[config.mk]
export PLATFORM = sky130hd
export DESIGN_NAME = led_matrix_chain_driver_unit
export DESIGN_NICKNAME = d
export VERILOG_FILES = /design/src/hw/rtl/lmcd_pkg.sv /design/src/hw/rtl/lmcd_sequencer.sv /design/src/hw/rtl/lmcd_datapath.sv /design/src/hw/rtl/led_matrix_chain_driver_unit.sv
export SDC_FILE = /design/constraint.sdc
export NUM_CORES = 1
export LEC_CHECK = 0
export ABC_AREA = 1
export BUFFER_PORTS_ARGS = -buffer_cell sky130_fd_sc_hd__buf_2
export CELL_PAD_IN_SITES_DETAIL_PLACEMENT = 1
export CELL_PAD_IN_SITES_GLOBAL_PLACEMENT = 2
export CORE_UTILIZATION = 39
export DETAILED_ROUTE_END_ITERATION = 6
export PLACE_DENSITY = 0.77
export SETUP_SLACK_MARGIN = 0.2
export SLEW_MARGIN = 10
export SYNTH_ARGS = -nofsm -noshare
export SYNTH_HDL_FRONTEND = slang
export SYNTH_HIERARCHICAL = 1
export SYNTH_SLANG_ARGS = --single-unit
export TNS_END_PERCENT = 20
[constraint.sdc]
create_clock -name aclk -period 6.1 [get_ports aclk]
set_input_delay 0.61 -clock aclk [delete_from_list [all_inputs] [get_ports aclk]]
set_output_delay 0.61 -clock aclk [all_outputs]
set_load 0.005 [all_outputs]
[src/hw/rtl/lmcd_pkg.sv]
// shared types, constants and microcode rom for the led matrix chain driver
`timescale 1ns / 1ps

package lmcd_pkg;

    // chain geometry
    localparam int NUM_BLOCKS     = 4;
    localparam int ROWS_PER_BLOCK = 8;
    localparam int SHADOW_DEPTH   = 32;
    localparam int FRAME_W        = 64;

    localparam logic [2:0] NUM_BLOCKS_W = 3'(NUM_BLOCKS);
    localparam logic [2:0] LAST_ROW     = 3'(ROWS_PER_BLOCK - 1);
    localparam logic [7:0] COL0_MASK    = 8'b1000_0000;
    localparam logic [7:0] ROW_ADDR_INC = 8'h01;

    // command codes
    localparam logic [1:0] OP_RAW = 2'd0;
    localparam logic [1:0] OP_LED = 2'd1;
    localparam logic [1:0] OP_COL = 2'd2;
    localparam logic [1:0] OP_CLR = 2'd3;

    // microcode addresses
    localparam logic [2:0] UA_DISPATCH = 3'd0;
    localparam logic [2:0] UA_RAW      = 3'd1;
    localparam logic [2:0] UA_LED      = 3'd2;
    localparam logic [2:0] UA_COL      = 3'd3;
    localparam logic [2:0] UA_CLR      = 3'd4;

    // frame source for an emitting step
    typedef enum logic [1:0] {
        FRM_RAW  = 2'd0,
        FRM_LED  = 2'd1,
        FRM_ZERO = 2'd2
    } frm_sel_t;

    typedef enum logic {
        ROW_IN  = 1'b0,
        ROW_CNT = 1'b1
    } row_sel_t;

    typedef enum logic {
        BIT_ON  = 1'b0,
        BIT_PAT = 1'b1
    } bit_sel_t;

    // sequencing of the next step
    typedef enum logic [1:0] {
        NXT_DISPATCH = 2'd0,
        NXT_END      = 2'd1,
        NXT_LOOP     = 2'd2
    } nxt_t;

    typedef struct packed {
        frm_sel_t frm;
        row_sel_t row_sel;
        bit_sel_t bit_sel;
        logic     emit;
        nxt_t     nxt;
    } uword_t;

    // sequencer to datapath control
    typedef struct packed {
        logic       fire;
        frm_sel_t   frm;
        logic [1:0] blk;
        logic [2:0] row;
        logic [2:0] col;
        logic       bit_val;
        logic       last;
        logic [3:0] reg_addr;
        logic [7:0] data;
    } dp_ctl_t;

    // control store
    function automatic uword_t ucode_rom(input logic [2:0] upc);
        uword_t uw;
        unique case (upc)
            UA_DISPATCH: uw = '{FRM_RAW,  ROW_IN,  BIT_ON,  1'b0, NXT_DISPATCH};
            UA_RAW:      uw = '{FRM_RAW,  ROW_IN,  BIT_ON,  1'b1, NXT_END};
            UA_LED:      uw = '{FRM_LED,  ROW_IN,  BIT_ON,  1'b1, NXT_END};
            UA_COL:      uw = '{FRM_LED,  ROW_CNT, BIT_PAT, 1'b1, NXT_LOOP};
            UA_CLR:      uw = '{FRM_ZERO, ROW_CNT, BIT_ON,  1'b1, NXT_LOOP};
            default:     uw = '{FRM_RAW,  ROW_IN,  BIT_ON,  1'b0, NXT_END};
        endcase
        return uw;
    endfunction

endpackage

[src/hw/rtl/lmcd_sequencer.sv]
// microcode sequencer: command latch, micro pc, row counter and jumps
`timescale 1ns / 1ps

module lmcd_sequencer
    import lmcd_pkg::*;
(
    input  logic       aclk,
    input  logic       aresetn,
    input  logic       s_valid,
    output logic       s_ready,
    input  logic [1:0] s_op,
    input  logic [1:0] s_block,
    input  logic [2:0] s_row,
    input  logic [2:0] s_column,
    input  logic       s_led_on,
    input  logic [7:0] s_data,
    input  logic [3:0] s_reg_addr,
    input  logic       out_free,
    output dp_ctl_t    ctl
);

    typedef enum logic [1:0] {
        ST_IDLE = 2'b01,
        ST_RUN  = 2'b10
    } state_t;

    state_t     state_reg, state_next;
    logic [2:0] upc_reg, upc_next;
    logic [2:0] cnt_reg, cnt_next;

    logic [1:0] op_reg;
    logic [1:0] blk_reg;
    logic [2:0] row_reg;
    logic [2:0] col_reg;
    logic       on_reg;
    logic [7:0] data_reg;
    logic [3:0] addr_reg;

    uword_t     uw;
    logic       accept;
    logic       step_go;
    logic       blk_bad;

    assign accept  = s_valid && s_ready;
    assign s_ready = (state_reg == ST_IDLE);
    assign uw      = ucode_rom(upc_reg);
    assign blk_bad = ({1'b0, blk_reg} >= NUM_BLOCKS_W);
    assign step_go = (state_reg == ST_RUN) && (!uw.emit || out_free);

    // control word to the datapath
    always_comb begin
        ctl          = '0;
        ctl.fire     = step_go && uw.emit;
        ctl.frm      = uw.frm;
        ctl.blk      = blk_reg;
        ctl.row      = (uw.row_sel == ROW_CNT) ? cnt_reg : row_reg;
        ctl.col      = col_reg;
        ctl.bit_val  = (uw.bit_sel == BIT_PAT) ? data_reg[~cnt_reg] : on_reg;
        ctl.last     = (uw.nxt == NXT_END) || (cnt_reg == LAST_ROW);
        ctl.reg_addr = addr_reg;
        ctl.data     = data_reg;
    end

    // next micro pc, counter and state
    always_comb begin
        state_next = state_reg;
        upc_next   = upc_reg;
        cnt_next   = cnt_reg;
        unique case (state_reg)
            ST_IDLE: begin
                if (accept) begin
                    state_next = ST_RUN;
                    upc_next   = UA_DISPATCH;
                    cnt_next   = '0;
                end
            end
            ST_RUN: begin
                if (step_go) begin
                    unique case (uw.nxt)
                        NXT_DISPATCH: begin
                            if (blk_bad) begin
                                state_next = ST_IDLE;
                            end else begin
                                upc_next = UA_RAW + {1'b0, op_reg};
                            end
                        end
                        NXT_LOOP: begin
                            if (cnt_reg == LAST_ROW) begin
                                state_next = ST_IDLE;
                            end else begin
                                cnt_next = cnt_reg + 3'd1;
                            end
                        end
                        default: begin
                            state_next = ST_IDLE;
                        end
                    endcase
                end
            end
            default: begin
                state_next = ST_IDLE;
            end
        endcase
    end

    // control registers
    always_ff @(posedge aclk) begin
        if (!aresetn) begin
            state_reg <= ST_IDLE;
            upc_reg   <= UA_DISPATCH;
            cnt_reg   <= '0;
        end else begin
            state_reg <= state_next;
            upc_reg   <= upc_next;
            cnt_reg   <= cnt_next;
        end
    end

    // command latch
    always_ff @(posedge aclk) begin
        if (accept) begin
            op_reg   <= s_op;
            blk_reg  <= s_block;
            row_reg  <= s_row;
            col_reg  <= s_column;
            on_reg   <= s_led_on;
            data_reg <= s_data;
            addr_reg <= s_reg_addr;
        end
    end

endmodule

[src/hw/rtl/lmcd_datapath.sv]
// shadow row store, frame builder and output register
`timescale 1ns / 1ps

module lmcd_datapath
    import lmcd_pkg::*;
(
    input  logic               aclk,
    input  logic               aresetn,
    input  dp_ctl_t            ctl,
    output logic               out_free,
    output logic               m_valid,
    input  logic               m_ready,
    output logic [FRAME_W-1:0] m_chain_word,
    output logic               m_last
);

    logic [7:0]         shadow_reg [SHADOW_DEPTH];
    logic [4:0]         idx;
    logic [7:0]         cur_row;
    logic [7:0]         mask;
    logic [7:0]         led_row;
    logic [7:0]         frm_addr;
    logic [7:0]         frm_val;
    logic [FRAME_W-1:0] frame;

    logic               m_valid_reg;
    logic [FRAME_W-1:0] chain_reg;
    logic               last_reg;

    assign idx      = {ctl.blk, ctl.row};
    assign cur_row  = shadow_reg[idx];
    assign mask     = COL0_MASK >> ctl.col;
    assign led_row  = ctl.bit_val ? (cur_row | mask) : (cur_row & ~mask);
    assign out_free = !m_valid_reg || m_ready;

    // register address and data byte for the target block
    always_comb begin
        unique case (ctl.frm)
            FRM_RAW: begin
                frm_addr = {4'b0, ctl.reg_addr};
                frm_val  = ctl.data;
            end
            FRM_LED: begin
                frm_addr = {5'b0, ctl.row} + ROW_ADDR_INC;
                frm_val  = led_row;
            end
            FRM_ZERO: begin
                frm_addr = {5'b0, ctl.row} + ROW_ADDR_INC;
                frm_val  = '0;
            end
            default: begin
                frm_addr = '0;
                frm_val  = '0;
            end
        endcase
    end

    // place the pair in the target block's slot, no-ops elsewhere
    assign frame = {48'b0, frm_addr, frm_val} << {ctl.blk, 4'b0};

    // shadow rows
    always_ff @(posedge aclk) begin
        if (!aresetn) begin
            for (int i = 0; i < SHADOW_DEPTH; i++) begin
                shadow_reg[i] <= '0;
            end
        end else if (ctl.fire) begin
            if (ctl.frm == FRM_LED) begin
                shadow_reg[idx] <= led_row;
            end else if (ctl.frm == FRM_ZERO) begin
                shadow_reg[idx] <= '0;
            end
        end
    end

    // output beat register
    always_ff @(posedge aclk) begin
        if (!aresetn) begin
            m_valid_reg <= 1'b0;
        end else if (ctl.fire) begin
            m_valid_reg <= 1'b1;
        end else if (m_ready) begin
            m_valid_reg <= 1'b0;
        end
    end

    always_ff @(posedge aclk) begin
        if (ctl.fire) begin
            chain_reg <= frame;
            last_reg  <= ctl.last;
        end
    end

    assign m_valid      = m_valid_reg;
    assign m_chain_word = chain_reg;
    assign m_last       = last_reg;

endmodule

[src/hw/rtl/led_matrix_chain_driver_unit.sv]
// top level of the led matrix chain driver
`timescale 1ns / 1ps
// Command front end for a daisy chain of 8x8 LED matrix driver chips.
// Input channel (s_*): one command per beat: raw register write, set one
// LED, set a column from a pattern, or clear a block. Commands that name a
// block beyond the chain are dropped without output.
// Output channel (m_*): one 64-bit chain frame per beat, block b in bits
// 16b+15..16b, no-op zeros for the other blocks; m_last marks the final
// frame of a command. A downstream shifter sends each frame MSB first.
// The command beat is latched, a dispatch microstep selects the command's
// microroutine, and each emitting microstep loads one frame into the
// single output register. One command is worked at a time. The sequencer
// issues at most one frame per cycle into that register, and fewer when
// the receiver stalls it.
// When the receiver stalls, the emitting microstep waits and the frame in
// the output register holds; s_ready stays low until the command is done.
// Reset (aresetn, synchronous, active low) clears all shadow rows, drops
// any frame in flight and returns the sequencer to idle.

module led_matrix_chain_driver_unit
    import lmcd_pkg::*;
(
    input  logic               aclk,
    input  logic               aresetn,
    input  logic               s_valid,
    output logic               s_ready,
    input  logic [1:0]         s_op,
    input  logic [1:0]         s_block,
    input  logic [2:0]         s_row,
    input  logic [2:0]         s_column,
    input  logic               s_led_on,
    input  logic [7:0]         s_data,
    input  logic [3:0]         s_reg_addr,
    output logic               m_valid,
    input  logic               m_ready,
    output logic [FRAME_W-1:0] m_chain_word,
    output logic               m_last
);

    dp_ctl_t ctl;
    logic    out_free;

    // microcode sequencer
    lmcd_sequencer u_seq (
        .aclk       (aclk),
        .aresetn    (aresetn),
        .s_valid    (s_valid),
        .s_ready    (s_ready),
        .s_op       (s_op),
        .s_block    (s_block),
        .s_row      (s_row),
        .s_column   (s_column),
        .s_led_on   (s_led_on),
        .s_data     (s_data),
        .s_reg_addr (s_reg_addr),
        .out_free   (out_free),
        .ctl        (ctl)
    );

    // shadow store and frame output
    lmcd_datapath u_dp (
        .aclk         (aclk),
        .aresetn      (aresetn),
        .ctl          (ctl),
        .out_free     (out_free),
        .m_valid      (m_valid),
        .m_ready      (m_ready),
        .m_chain_word (m_chain_word),
        .m_last       (m_last)
    );

endmodule

==> metrics.md, run 1 <==
| Metric | Value |
|---|---|
| Cells after Synth | `1739` |
| Vias/cell | `5.031` |
| Crit. End Element | `flip-flop` |
| WL/cell | `20.73 um` |
| Worst path max stage delay | `0.77 ns` |
| Worst Hold Margin | `0.2265 ns` |
| GPL Wtd Cong | `0.8149` |
| ANT cells | `0` |
| Fin Setup TNS | `0 ns` |
| Rel. slew slack | `0.2077` |
| Design Area, Final | `0.01797 mm2` |
| Synthesis-to-layout area growth | `11.59%` |
| Critical path arrival | `4.57 ns` |
| Cell Area, Synth | `0.01610 mm2` |
| Initial antenna violation count | `1` |
| CP bufs+invs | `4` |
| Routed WL | `48750 um` |
| Final HPWL DP | `31280 um` |
| Most frequent cells in the layout | `nand2_1 (506), nor2_1 (351), edfxtp_1 (328)` |
| Post-layout net count | `1831` |
| Outcome | `completed` |
| # clock sinks | `337` |
| Routed vias | `11830` |
| Share of layout cells above drive strength 1 | `0.1038` |
| Worst-margin pin slew | `1.187 ns` |
| Die Wd | `205.2 um` |
| Avg Cell Area, Syn | `9.260 um2` |
| PortBufs | `77` |
| Crit start category | `flip-flop` |
| Filler cell count | `4728` |
| Full die area | `0.04211 mm2` |
| # rows | `74` |
| Crit path required time | `6.29 ns` |
| 1st-iter DRT viols | `719` |
| Yosys reg bits | `337` |
| YS warnings | `6` |
| Worst slack, placed | `1.696 ns` |
| Leakage power | `7.641 nW` |
| CTS clk-pin slew, worst paths | `0.06 ns` |
| Fin crit period | `4.378 ns` |
| Total global routing overflow | `0` |
| CP dominant cell by count | `nand2_1` |
| Crit path kind | `flip-flop to flip-flop` |
| DP Area | `0.01675 mm2` |
| Commonest non-fill, non-tap cell in the layout | `nand2_1` |
| Fmax | `228.4 MHz` |
| Synth unique cells | `30` |
| Crit share post-route | `0.7178` |
| Total CTS buffers | `40` |
| Final Hold Fails | `0` |
| WP depth | `13` |
| Detail Route Antenna Nets | `0` |
| CTS resizes | `0` |
| Min-Delay Path Depth | `1` |
| Clock Tree Buf Depth | `3` |
| RSZ-0062 raised after global routing | `no` |
| Total GRT Usage | `0.2361` |
| Number of placed I/O pins | `94` |
| CP max FO | `79` |
| Vias in the first global route | `12110` |
| Final Util | `0.4411` |
| CP top delay family | `simple AND/OR/NAND/NOR gates` |
| Max Cap Viol | `0` |
| Max Slew Vio Count | `0` |
| Cts hold-fix bufs | `0` |
| Critical Path Slowest Stage Cell | `nor2_1` |
| VDD IR-drop max | `0.2239 mV` |
| R2R depth | `13` |
| Post-CTS setup buffer count | `0` |
| Die H | `205.2 um` |
| H-tree depth | `2` |
| TritonCTS clock tree | `done` |
| Clock Latency Late Sink | `0.56 ns` |
| Initial core utilization | `0.3953` |
| First-pass GRT wire length | `74310 um` |
| Final setup fails | `0` |
| Root Driver | `clkbuf_16` |
| Pwr dens | `370.3 mW/mm2` |
| CP cell instances | `inv_1 > nor2_1 > nand2_1 > nand2_1 > inv_1 > nand2_1 > o21ai_4 > inv_4 > ha_1 > inv_1 > nor2_1 > nand2_1 > nand2_1` |
| Register area | `0.01003 mm2` |
| Area of the multi-input gates | `0.004761 mm2` |
| Largest register FFs | `256` |
| Core area | `0.04074 mm2` |
| First-pass DRT Iterations | `7` |
| Register area share after synthesis | `0.6228` |
| Min-delay worst type | `input port to flip-flop` |
| Clock skew | `0.02678 ns` |
| Remaining DRCs | `0` |
| Largest net degree at the start of global routing | `138` |
| Final WS setup | `1.722 ns` |
## cell type report
class	instances	share of cell area
clock inverters	24	0.01093
inverters	199	0.04171
clock buffers	45	0.05675
repair buffers	97	0.03050
flip-flops and latches	337	0.5581
multi-input cells	1118	0.2649
well taps	532	0.03704
## logic make-up (layout without fill, tap and decap cells)
logic type               Yosys count  after routing  share of synthesized area
flip-flops                       337            337                     0.6228
AND/OR/NAND/NOR                 1008           1008                     0.2541
adder cells (fa/ha/maj)           11             11                   0.008547
buffers and inverters            299            365                    0.08679
other                              1             16                  0.0002329
AO/OA/AOI/OAI                     83             83                    0.02751
## routing by layer
metal	part of all wire	track usage
met5	0	0
met2	0.47	0.3830
met1	0.47	0.3355
met3	0.033	0.02724
met4	0.021	0.06085
## through the flow
step                      power, mW  instances
after global placement        4.417       2283
final                         6.654       2352
after floorplan               3.854       1754
after global routing          6.928       2352
after CTS                     6.718       2352
after detailed placement      4.434       2283
## path summary, 6_finish.rpt
check                                              end             start  slack, ns
worst max-delay path            u_dp/shadow_reg[12][3]  u_seq/upc_reg[1]       1.72
worst min-delay path                  u_seq/col_reg[1]       s_column[1]       0.23
worst min register to register        u_seq/cnt_reg[2]  u_seq/cnt_reg[2]       0.56
worst max register to register  u_dp/shadow_reg[12][3]  u_seq/upc_reg[1]       1.72
## Yosys cell counts (all sizes together)
cell    count  share of area
nand2     510           0.12
nand3     131          0.048
o41ai       1        0.00054
nor3        8         0.0025
buf        87          0.037
nand4       1        0.00078
inv       199          0.047
clkbuf     13         0.0030
o21bai      1        0.00047
a22o        1        0.00054
conb        1        0.00023
edfxtp    328           0.61
nor2      358          0.084
ha         11         0.0085
dfxtp       9          0.011
a32o        1        0.00062
a21oi      36          0.011
o211ai      2        0.00093
o21ai      41          0.013
## power by group
part,switching (mW),leakage (nW),total (mW),internal [mW]
Sequential,0.0480,3.39,2.70,2.66
Clock,0.958,0.601,2.28,1.32
Combinational,1.32,3.65,1.67,0.353
Total,2.32,7.64,6.65,4.33
(Power assumes the default switching activity.)
==> run 2: changes to the inputs <==
- ABC_AREA: 1 -> 0
- PLACE_DENSITY: 0.77 -> 0.73
- clock period: 6.1 -> 4 ns (I/O delays scaled with it)
==> metrics.md, run 2 <==
| Metric | Value |
|---|---|
| Total global routing overflow | `0` |
| Reg2reg end | `u_dp/m_chain_word[48]` |
| TritonCTS clock tree | `done` |
| Clock skew | `0.01238 ns` |
| Core area | `0.03883 mm2` |
| Largest net degree at the start of global routing | `50` |
| Fin crit period | `3.709 ns` |
| Worst path max stage delay | `0.64 ns` |
| Fin Setup TNS | `0 ns` |
| Clock Latency Late Sink | `0.55 ns` |
| CP max FO | `24` |
| Largest area contributor in the netlist | `edfxtp_1` |
| Min-delay src | `s_column[2]` |
| Worst Hold Margin | `0.02693 ns` |
| Pwr dens | `456.9 mW/mm2` |
| Die H | `200.9 um` |
| PortBufs | `77` |
| Routed WL | `45460 um` |
| Min-Delay Path Depth | `1` |
| Cells after Synth | `1172` |
| Synth Flop Type | `edfxtp_1` |
| Worst-margin pin slew | `0.9347 ns` |
| CP cell instances | `and3b_4 > nor2_2 > mux2_2 > or4b_1 > o22ai_1 > or4_1 > o311ai_1 > buf_4 > a21oi_1` |
| VDD IR-drop max | `0.2020 mV` |
| Final HPWL DP | `31010 um` |
| Crit path required time | `4.29 ns` |
| Hold worst-path end | `u_seq/col_reg[2]` |
| Commonest non-fill, non-tap cell in the layout | `edfxtp_1` |
| Reg2reg setup slack | `0.29 ns` |
| 1st-iter DRT viols | `792` |
| Leakage power | `6.596 nW` |
| GPL Wtd Cong | `0.8657` |
| Full die area | `0.04038 mm2` |
| Routed vias | `10100` |
| Vias in the first global route | `10390` |
| Post-synthesis async set-or-reset flop share | `0` |
| Final Hold Fails | `0` |
| Most frequent cells in the layout | `edfxtp_1 (328), nor2_1 (260), nand2_1 (87)` |
| Fmax | `269.6 MHz` |
| # rows | `72` |
| Cell Area, Synth | `0.01544 mm2` |
| Share of layout cells above drive strength 1 | `0.2316` |
| Total CTS buffers | `39` |
| Total GRT Usage | `0.2283` |
| R2R depth | `9` |
| Rel. slew slack | `0.3762` |
| Max Cap Viol | `0` |
| Met1 Wirelength | `19420 um` |
| Synthesis-to-layout area growth | `16.45%` |
| First-pass DRT Iterations | `5` |
| First-pass GRT wire length | `67740 um` |
| Crit share post-route | `0.9271` |
| Outcome | `completed` |
| Register area share after synthesis | `0.6498` |
| Remaining DRCs | `0` |
| Vias/cell | `5.506` |
| Post-layout net count | `1329` |
| H-tree depth | `2` |
| Crit start category | `flip-flop` |
| Critical path arrival | `4.00 ns` |
| Avg Cell Area, Syn | `13.17 um2` |
| Largest register FFs | `256` |
| RSZ-0062 raised after global routing | `no` |
| Synth unique cells | `79` |
| Top sig layer | `met4` |
| Number of placed I/O pins | `94` |
| Clock Tree Buf Depth | `3` |
| YS warnings | `6` |
| WL met3 | `2573 um` |
| Max Slew Vio Count | `0` |
| Filler cell count | `3991` |
| Initial core utilization | `0.3976` |
| Synth top area share | `0.6381` |
| Die Wd | `200.9 um` |
| Dominant cells by area after synthesis | `edfxtp_1 (64%), nor2_1 (6.3%), mux2i_1 (5.3%), mux4_2 (3.2%), nand2_1 (2.1%)` |
| # clock sinks | `337` |
| Yosys reg bits | `337` |
| Cts hold-fix bufs | `0` |
| Final setup fails | `0` |
| ANT cells | `0` |
| Detail Route Antenna Nets | `0` |
| Initial antenna violation count | `0` |
| Worst R2R Start | `u_seq/upc_reg[1]` |
| Post-synth top cells | `edfxtp_1 (328), nor2_1 (261), nand2_1 (87)` |
| Met2 WL | `22320 um` |
| EDFF count, synth | `328` |
| Most numerous cell in the Yosys netlist | `edfxtp_1` |
| WL/cell | `24.78 um` |
| Crit. End Element | `flip-flop` |
| Min-delay worst type | `input port to flip-flop` |
| Crit path kind | `flip-flop to flip-flop` |
| CTS clk-pin slew, worst paths | `0.05 ns` |
| Critical Path Slowest Stage Cell | `or4_1` |
| Root Driver | `clkbuf_16` |
-- run 2: cell count changes in the layout (fill, tap and decap cells not counted), moves of 17 or more --
cell     delta
inv_1     -185
o22ai_1    +32
nand2_1   -419
nor3_2     +29
nand3_2    -17
mux4_2     +22
nor2_1     -91
buf_4      +54
o21ai_1    -17
nand3_1    -96
mux2i_1    +81
-- run 2: critical path, delay by kind of cell, from the launching register on --
kind	cells	cell delay [ns]
AND/OR/NAND/NOR	4	1.40
AO/OA/AOI/OAI	3	0.79
multiplexers	1	0.59
flip-flops	1	0.44
buffers and inverters	1	0.22
-- run 2: metrics by stage --
stage	setup WS (ns)	cell area, um2	power (mW)	instances	utilization
5_1_grt	0.1874	17980	8.477	1835	0.4630
3_5_place_dp	0.2153	16780	4.929	1768	0.4322
3_3_place_gp	0.2441	16780	4.917	1768	0.4322
6_report	0.2915	17980	8.214	1835	0.4630
2_1_floorplan	0.5084	15490	4.578	1187	-
4_1_cts	0.2104	17960	8.284	1835	0.4625
-- run 2: power breakdown --
part	internal, mW	switching, mW
logic	0.263	0.569
registers	3.98	0.0523
clock network	1.97	1.38
total	6.21	2.01
-- run 2: area by class of cell --
class | instances | area (um2) | area share
Timing Repair Buffer | 159 | 1114 | 0.06195
Sequential cell | 337 | 10030 | 0.5579
Multi-Input combinational cell | 745 | 4974 | 0.2767
Inverter | 9 | 33.78 | 0.001879
Clock buffer | 56 | 1102 | 0.06132
Tap cell | 518 | 648.1 | 0.03605
Clock inverter | 11 | 75.07 | 0.004176
-- run 2: logic make-up after synthesis --
logic type / share of synthesized area
AO/OA/AOI/OAI: 0.05917
AND/OR/NAND/NOR: 0.1477
adder cells (fa/ha/maj): 0.008916
buffers and inverters: 0.03737
XOR/XNOR: 0.0005675
other: 0.0002429
flip-flops: 0.6498
multiplexers: 0.09630
-- run 2: how the worst max path moves through the flow --
stage                           startpoint                      to  slack [ns]  cells after the start
after global placement    u_seq/upc_reg[2]   u_dp/m_chain_word[18]        0.24                     11
final                     u_seq/upc_reg[1]   u_dp/m_chain_word[48]        0.29                      9
after CTS                 u_seq/upc_reg[2]   u_dp/m_chain_word[18]        0.21                     11
after global routing      u_seq/upc_reg[2]   u_dp/m_chain_word[32]        0.19                      9
after floorplan           u_seq/upc_reg[0]  u_dp/shadow_reg[15][5]        0.51                      8
after detailed placement  u_seq/upc_reg[2]   u_dp/m_chain_word[18]        0.22                     11
-- run 2: routing by layer --
layer	up-vias	track usage
li1	4524	-
met1	5192	0.2993
met2	321	0.3825
met3	66	0.04805
met4	0	0.06298
met5	-	0
-- run 2: what timing repair did --
action	in CTS	in global routing
buffers inserted	0	0
endpoints found under the setup margin	0	229
resized for setup	0	4
